## src/sv/mhtq_pkg.sv

```systemverilog
// Shared types, constants and helper functions for the min-heap timer queue.
// No dependencies; every other file of the block imports this package.
package mhtq_pkg;

    localparam int SLOTS    = 32;
    localparam int SLOT_W   = $clog2(SLOTS);
    localparam int CNT_W    = $clog2(SLOTS + 1);
    localparam int ID_COUNT = 1024;
    localparam int ID_W     = $clog2(ID_COUNT);
    localparam int TIME_W   = 32;
    localparam int TMO_W    = 31;
    localparam int CMD_W    = 3;
    localparam int WAIT_W   = 32;

    typedef enum logic [CMD_W-1:0] {
        CMD_ADD       = 3'd0,
        CMD_ADJUST    = 3'd1,
        CMD_EXPIRE    = 3'd2,
        CMD_POP       = 3'd3,
        CMD_CLEAR     = 3'd4,
        CMD_NEXT_WAIT = 3'd5
    } cmd_t;

    localparam logic [1:0] KIND_ACK     = 2'd0;
    localparam logic [1:0] KIND_EXPIRED = 2'd1;
    localparam logic [1:0] KIND_WAIT    = 2'd2;

    localparam logic [1:0] ST_OK      = 2'd0;
    localparam logic [1:0] ST_FULL    = 2'd1;
    localparam logic [1:0] ST_UNKNOWN = 2'd2;
    localparam logic [1:0] ST_EMPTY   = 2'd3;

    typedef struct packed {
        logic [ID_W-1:0]   id;
        logic [TIME_W-1:0] expiry;
    } heap_ent_t;

    typedef enum logic [4:0] {
        OP_NONE,
        OP_CLR_STEP,
        OP_LOAD,
        OP_MAP_RD,
        OP_HEAP_RD_MAP,
        OP_START_REARM,
        OP_START_ADD,
        OP_RD_C,
        OP_LATCH_A,
        OP_DN_STEP,
        OP_RD_P,
        OP_UP_STEP,
        OP_PUT,
        OP_REM_START,
        OP_REM_LOAD,
        OP_RD_TOP,
        OP_TAKE,
        OP_EMIT_ACK,
        OP_CLEAR,
        OP_FLUSH_PEND,
        OP_FIN_EXP,
        OP_FIN_WAIT
    } op_t;

    typedef struct packed {
        op_t        op;
        logic [1:0] status;
    } ctl_t;

    typedef struct packed {
        logic [CMD_W-1:0] cmd;
        logic count_zero;
        logic count_full;
        logic held;
        logic has_c;
        logic dn_stop;
        logic moved;
        logic idx_zero;
        logic up_stop;
        logic rem_has;
        logic due;
        logic pend_valid;
        logic out_free;
        logic clr_last;
    } sts_t;

    typedef enum logic [4:0] {
        S_CLR,
        S_IDLE,
        S_DECODE,
        S_MAPW,
        S_HCHK,
        S_REM,
        S_REML,
        S_DN,
        S_DNA,
        S_DNB,
        S_DNEND,
        S_UP,
        S_UPA,
        S_PUT,
        S_TOP,
        S_TOPW,
        S_FIN,
        S_ACK
    } state_t;

    // Wrap-safe order: a is earlier than b when a - b is negative.
    function automatic logic earlier(input logic [TIME_W-1:0] a, input logic [TIME_W-1:0] b);
        logic [TIME_W-1:0] d;
        d = a - b;
        return d[TIME_W-1];
    endfunction

endpackage

```

## src/sv/mhtq_ctrl.sv

```systemverilog
// Sequencer of the min-heap timer queue: walks each command through its steps.
// Depends on mhtq_pkg; drives mhtq_dp through a command struct.
module mhtq_ctrl (
    input  logic           aclk,
    input  logic           aresetn,
    input  logic           s_tvalid,
    output logic           s_tready,
    input  mhtq_pkg::sts_t sts,
    output mhtq_pkg::ctl_t ctl
);
    import mhtq_pkg::*;

    state_t     state_reg, state_next;
    logic [1:0] ack_st_reg, ack_st_next;

    always_ff @(posedge aclk) begin
        if (!aresetn) begin
            state_reg  <= S_CLR;
            ack_st_reg <= ST_OK;
        end else begin
            state_reg  <= state_next;
            ack_st_reg <= ack_st_next;
        end
    end

    always_comb begin
        state_next  = state_reg;
        ack_st_next = ack_st_reg;
        ctl.op      = OP_NONE;
        ctl.status  = ack_st_reg;
        s_tready    = 1'b0;
        case (state_reg)
            S_CLR: begin
                ctl.op = OP_CLR_STEP;
                if (sts.clr_last) state_next = S_IDLE;
            end
            S_IDLE: begin
                s_tready = 1'b1;
                if (s_tvalid) begin
                    ctl.op     = OP_LOAD;
                    state_next = S_DECODE;
                end
            end
            S_DECODE: begin
                ack_st_next = ST_OK;
                case (sts.cmd)
                    CMD_ADD, CMD_ADJUST: begin
                        ctl.op     = OP_MAP_RD;
                        state_next = S_MAPW;
                    end
                    CMD_EXPIRE, CMD_NEXT_WAIT: state_next = S_TOP;
                    CMD_POP: begin
                        if (sts.count_zero) begin
                            ack_st_next = ST_EMPTY;
                            state_next  = S_ACK;
                        end else begin
                            state_next = S_REM;
                        end
                    end
                    CMD_CLEAR: begin
                        ctl.op     = OP_CLEAR;
                        state_next = S_ACK;
                    end
                    default: state_next = S_ACK;
                endcase
            end
            S_MAPW: begin
                ctl.op     = OP_HEAP_RD_MAP;
                state_next = S_HCHK;
            end
            S_HCHK: begin
                if (sts.held) begin
                    ctl.op     = OP_START_REARM;
                    state_next = S_DN;
                end else if (sts.cmd == CMD_ADJUST) begin
                    ack_st_next = ST_UNKNOWN;
                    state_next  = S_ACK;
                end else if (sts.count_full) begin
                    ack_st_next = ST_FULL;
                    state_next  = S_ACK;
                end else begin
                    ctl.op     = OP_START_ADD;
                    state_next = S_DN;
                end
            end
            S_REM: begin
                ctl.op = OP_REM_START;
                if (sts.rem_has) state_next = S_REML;
                else if (sts.cmd == CMD_POP) state_next = S_ACK;
                else state_next = S_TOP;
            end
            S_REML: begin
                ctl.op     = OP_REM_LOAD;
                state_next = S_DN;
            end
            S_DN: begin
                if (sts.has_c) begin
                    ctl.op     = OP_RD_C;
                    state_next = S_DNA;
                end else begin
                    state_next = S_DNEND;
                end
            end
            S_DNA: begin
                ctl.op     = OP_LATCH_A;
                state_next = S_DNB;
            end
            S_DNB: begin
                ctl.op     = OP_DN_STEP;
                state_next = sts.dn_stop ? S_DNEND : S_DN;
            end
            S_DNEND: state_next = sts.moved ? S_PUT : S_UP;
            S_UP: begin
                if (sts.idx_zero) begin
                    state_next = S_PUT;
                end else begin
                    ctl.op     = OP_RD_P;
                    state_next = S_UPA;
                end
            end
            S_UPA: begin
                ctl.op     = OP_UP_STEP;
                state_next = sts.up_stop ? S_PUT : S_UP;
            end
            S_PUT: begin
                ctl.op = OP_PUT;
                if (sts.cmd == CMD_EXPIRE || sts.cmd == CMD_NEXT_WAIT) state_next = S_TOP;
                else state_next = S_ACK;
            end
            S_TOP: begin
                if (sts.count_zero) begin
                    state_next = S_FIN;
                end else begin
                    ctl.op     = OP_RD_TOP;
                    state_next = S_TOPW;
                end
            end
            S_TOPW: begin
                if (!sts.due) begin
                    state_next = S_FIN;
                end else if (!sts.pend_valid || sts.out_free) begin
                    ctl.op     = OP_TAKE;
                    state_next = S_REM;
                end
            end
            S_FIN: begin
                if (sts.out_free) begin
                    if (sts.cmd == CMD_NEXT_WAIT) begin
                        if (sts.pend_valid) begin
                            ctl.op = OP_FLUSH_PEND;
                        end else begin
                            ctl.op     = OP_FIN_WAIT;
                            state_next = S_IDLE;
                        end
                    end else begin
                        ctl.op     = OP_FIN_EXP;
                        state_next = S_IDLE;
                    end
                end
            end
            S_ACK: begin
                if (sts.out_free) begin
                    ctl.op     = OP_EMIT_ACK;
                    state_next = S_IDLE;
                end
            end
            default: state_next = S_IDLE;
        endcase
    end

endmodule

```

## config.mk

```make
export PLATFORM = sky130hd
export DESIGN_NAME = mhtq_ctrl
export DESIGN_NICKNAME = d
export VERILOG_FILES = /design/src/sv/mhtq_pkg.sv /design/src/sv/mhtq_ctrl.sv
export SDC_FILE = /design/constraint.sdc
export NUM_CORES = 1
export LEC_CHECK = 0
export ABC_CLOCK_PERIOD_IN_PS = 4300
export BUFFER_PORTS_ARGS = -buffer_cell sky130_fd_sc_hd__buf_2
export CAP_MARGIN = 20
export CORE_UTILIZATION = 53
export DETAILED_ROUTE_END_ITERATION = 7
export PLACE_DENSITY = 0.86
export SYNTH_ARGS = -nofsm -noshare
export SYNTH_HDL_FRONTEND = slang
export SYNTH_SLANG_ARGS = --single-unit
```

## constraint.sdc

```tcl
create_clock -name aclk -period 4.3 [get_ports aclk]
set_clock_uncertainty 0.05 [all_clocks]
set_input_delay 0.86 -clock aclk [delete_from_list [all_inputs] [get_ports aclk]]
set_output_delay 0.86 -clock aclk [all_outputs]
set_load 0.05 [all_outputs]
```

==> tab_implementation.tex <==
\begin{tabular}{lr}
\hline
Metric & Value \\
\hline
\multicolumn{2}{l}{\textbf{Outcome}} \\
Result of the run & finished, final reports clean \\
\multicolumn{2}{l}{\textbf{Clock network}} \\
Clock latency on the worst-skew pair & 0.26 ns \\
CTS tree & yes \\
TritonCTS Buffers & 3 \\
Num Clock Sinks & 7 \\
Root Buffer Master & sky130\_fd\_sc\_hd\_\_clkbuf\_4 \\
Count of hold-fix buffers inserted at cts & 0 \\
Deepest clock path buffer count & 2 \\
PostCTS Resize Cnt & 0 \\
Clock H-tree levels & 1 \\
Clock edge transition at the registers on the reported setup and hold paths & around 0.060 ns \\
Number of buffers added for setup after CTS & 0 \\
\multicolumn{2}{l}{\textbf{Global route}} \\
Initial antenna violation count & 0 \\
Largest net degree at the start of global routing & 29 \\
Wire length of the first global-routing pass & 5.69 mm \\
Global-route usage over all layers & between 30\% and 40\% \\
Total gr overflow & 0 \\
Vias in the first global route & 1,181 \\
\multicolumn{2}{l}{\textbf{Logic synthesis}} \\
Gate count after technology mapping & 164 \\
Number of distinct standard cells referenced by the synthesized netlist & 57 \\
Warnings, synthesis & 0 \\
FF+latch count, synth & 7 \\
Number of enable flip-flop cells after synthesis & 0 \\
Average cell area after synthesis & 7.11 um2 \\
Proportion of synthesized chip area in sequential cells & between 10\% and 20\% \\
Cell area after synthesis & between 0.001 and 0.0015 mm2 \\
Async set or reset register ratio after synthesis & 0\% \\
Number of nets in the synthesized netlist & 183 \\
Predominant post-synthesis flop cell & sky130\_fd\_sc\_hd\_\_dfxtp\_1 \\
\multicolumn{2}{l}{\textbf{Floorplanning}} \\
Chip height & 48.9 um \\
Area of the die & around 0.0024 mm2 \\
Placement row count & 16 \\
Number of ports placed on the die boundary & 27 \\
Floorplan core area & roughly 0.0020 mm2 \\
Die span in x & about 50 um \\
Effective utilization at floorplan & 57.7\% \\
\multicolumn{2}{l}{\textbf{Placement}} \\
Instance area after placement & 0.00124 mm2 \\
Post-DP HPWL & 2.60 mm \\
Pre-CTS setup slack & $\sim$1.4 ns \\
Final weighted congestion of routability-driven global placement & 0.975 \\
DP Cell Count & between 200 and 250 \\
Buffers on Ports & 26 \\
\multicolumn{2}{l}{\textbf{Power and ir drop}} \\
Leakage component of the power & between 0.4 and 0.5 nW \\
Sequential Power Share & 30.6\% \\
Cell internal pwr & between 0.15 and 0.2 mW \\
Switching part of the total & between 40\% and 50\% \\
Relative contribution of the clock network to total power & between 20\% and 30\% \\
Power per cell area & 227 mW/mm2 \\
Power spent charging and discharging nets & about 0.13 mW \\
Total Power Consumption & around 0.29 mW \\
Maximum vdd drop & roughly 210 uV \\
Combinational group share of total power & between 40\% and 50\% \\
\multicolumn{2}{l}{\textbf{Timing}} \\
Hold Worst Slack & between 0.4 and 0.5 ns \\
RSZ-0062 raised after global routing & no \\
Share of the clock period used by the worst path & about 76\% \\
Number of slew-limit violations in the final report & 0 \\
Final critical-path required period & about 3.3 ns \\
Total negative setup slack & 0 ns \\
Relative slew slack & 37.1\% \\
Slew at the pin closest to its max-slew limit & between 0.9 and 1 ns \\
Endpoints failing setup & 0 \\
Hold violation count in the final report & 0 \\
Fmax achieved & 306 MHz \\
Setup slack of the critical path after layout & between 1 and 1.5 ns \\
\multicolumn{2}{l}{\textbf{Critical path}} \\
Worst path bufs/invs & 1 \\
Cell chain of the critical path & nand2b\_1, nor4\_1, nand2\_1, o311a\_1, nand3\_1, buf\_2 \\
Peak per-stage delay on the critical path & about 0.94 ns \\
Worst Path Max Fanout & 28 \\
Crit path capture type & primary output \\
Required arrival time at the worst endpoint & about 3.4 ns \\
Startpoint kind of the worst setup timing path & register \\
Cell at the slowest stage of the critical path & sky130\_fd\_sc\_hd\_\_dfxtp\_1 \\
Worst endpoint data arrival time & between 2 and 2.5 ns \\
Cell family with the largest share of critical-path delay & flip-flops \\
Critical path class & reg -> out \\
\multicolumn{2}{l}{\textbf{Layout}} \\
Final core utilization & between 60\% and 70\% \\
Signed area change from the synthesized netlist to the final layout & 9.01\% \\
Number of inserted diodes & 0 \\
Layout Cells excl Fill & between 200 and 250 \\
Layout cell share with drive strength beyond 1 & between 20\% and 30\% \\
Post-route standard cell area excluding fillers & $\sim$0.0013 mm2 \\
Flip-flop count of the largest register after layout & 5 \\
Commonest non-fill, non-tap cell in the layout & sky130\_fd\_sc\_hd\_\_buf\_2 \\
Most frequent cells in the layout & 26 x sky130\_fd\_sc\_hd\_\_buf\_2, 14 x sky130\_fd\_sc\_hd\_\_nor2\_1, 13 x sky130\_fd\_sc\_hd\_\_nand2\_1 \\
Fin nets & approximately 200 \\
\multicolumn{2}{l}{\textbf{Run}} \\
Number of max-capacitance violations reported & 0 \\
\multicolumn{2}{l}{\textbf{Detailed routing}} \\
WL/cell & between 15 and 20 um \\
Post-route DRC & 0 \\
Post-detailed-routing wire length & 3.51 mm \\
Violation count after the first detailed-routing iteration & roughly 80 \\
First-pass DRT Iterations & 5 \\
Vias per inst & around 6.7 \\
Count of nets left with antenna violations after detail routing & 0 \\
Total vias in the final route & 1,383 \\
\multicolumn{2}{l}{\textbf{Worst hold path}} \\
Hold crit path type & reg -> reg \\
\hline
\end{tabular}
layout make-up:
cell class	instances	area, um2
Timing Repair Buffer	27	138
Multi-Input combinational cell	135	910
Sequential cell	7	140
Tap cell	27	33.8
Fill cell	204	751
Clock buffer	3	22.5
Clock inverter	1	5.00
Inverter	6	22.5
cells in the mapped netlist, types with 3 or more instances:
library cell	instances	share of area, %
sky130_fd_sc_hd__a21oi_1	11	4.7
sky130_fd_sc_hd__a22oi_1	3	1.9
sky130_fd_sc_hd__a31oi_1	3	1.6
sky130_fd_sc_hd__buf_2	9	3.9
sky130_fd_sc_hd__dfxtp_1	7	12
sky130_fd_sc_hd__inv_1	6	1.9
sky130_fd_sc_hd__mux2i_1	3	2.6
sky130_fd_sc_hd__nand2_1	13	4.2
sky130_fd_sc_hd__nand2b_1	4	2.1
sky130_fd_sc_hd__nand3_1	9	3.9
sky130_fd_sc_hd__nand3b_1	4	2.6
sky130_fd_sc_hd__nor2_1	14	4.5
sky130_fd_sc_hd__nor3_1	5	2.1
sky130_fd_sc_hd__nor3b_1	3	1.9
sky130_fd_sc_hd__nor4_1	3	1.6
sky130_fd_sc_hd__o21ai_0	10	4.3
sky130_fd_sc_hd__o22ai_1	3	1.6
sky130_fd_sc_hd__o31a_1	4	3.0
power by group through the flow:
stage                     Sequential (mW)  Combinational (mW)  Clock [mW]
after floorplan                    0.0763               0.121           0
after global placement             0.0886               0.135           0
after detailed placement           0.0888               0.138           0
after CTS                          0.0875               0.139      0.0601
after global routing               0.0902               0.151      0.0636
final                              0.0886               0.141      0.0597
logic make-up after synthesis:
group / count (synthesis) / share of synthesized area [%]
flops: 7 / 12.0
buf+inv: 22 / 9.98
xor+xnor: 2 / 1.50
mux: 3 / 2.58
simple gates: 73 / 37.0
compound gates: 57 / 36.9
layer usage:
layer	global-route usage (%)	routed length, um	up-vias
met5	0	0	-
met4	4.41	19	0
met3	4.36	431	4
met2	48.6	1650	82
met1	44.1	1410	641
li1	-	-	656
worst reg2reg max path: cells and delay by family (launching register included):
kind | cells | cell delay [ns]
simple gates | 3 | 0.92
flops | 1 | 0.94
compound gates | 2 | 0.23
final timing paths:
check	from	endpoint	slack, ns	cells after the start
worst max-delay path	state_reg[0]	ctl[3]	1.04	6
worst min-delay path	ack_st_reg[1]	ack_st_reg[1]	0.46	2
worst min register to register	ack_st_reg[1]	ack_st_reg[1]	0.46	2
worst max register to register	state_reg[0]	state_reg[1]	2.04	5
(Power assumes the default switching activity.)
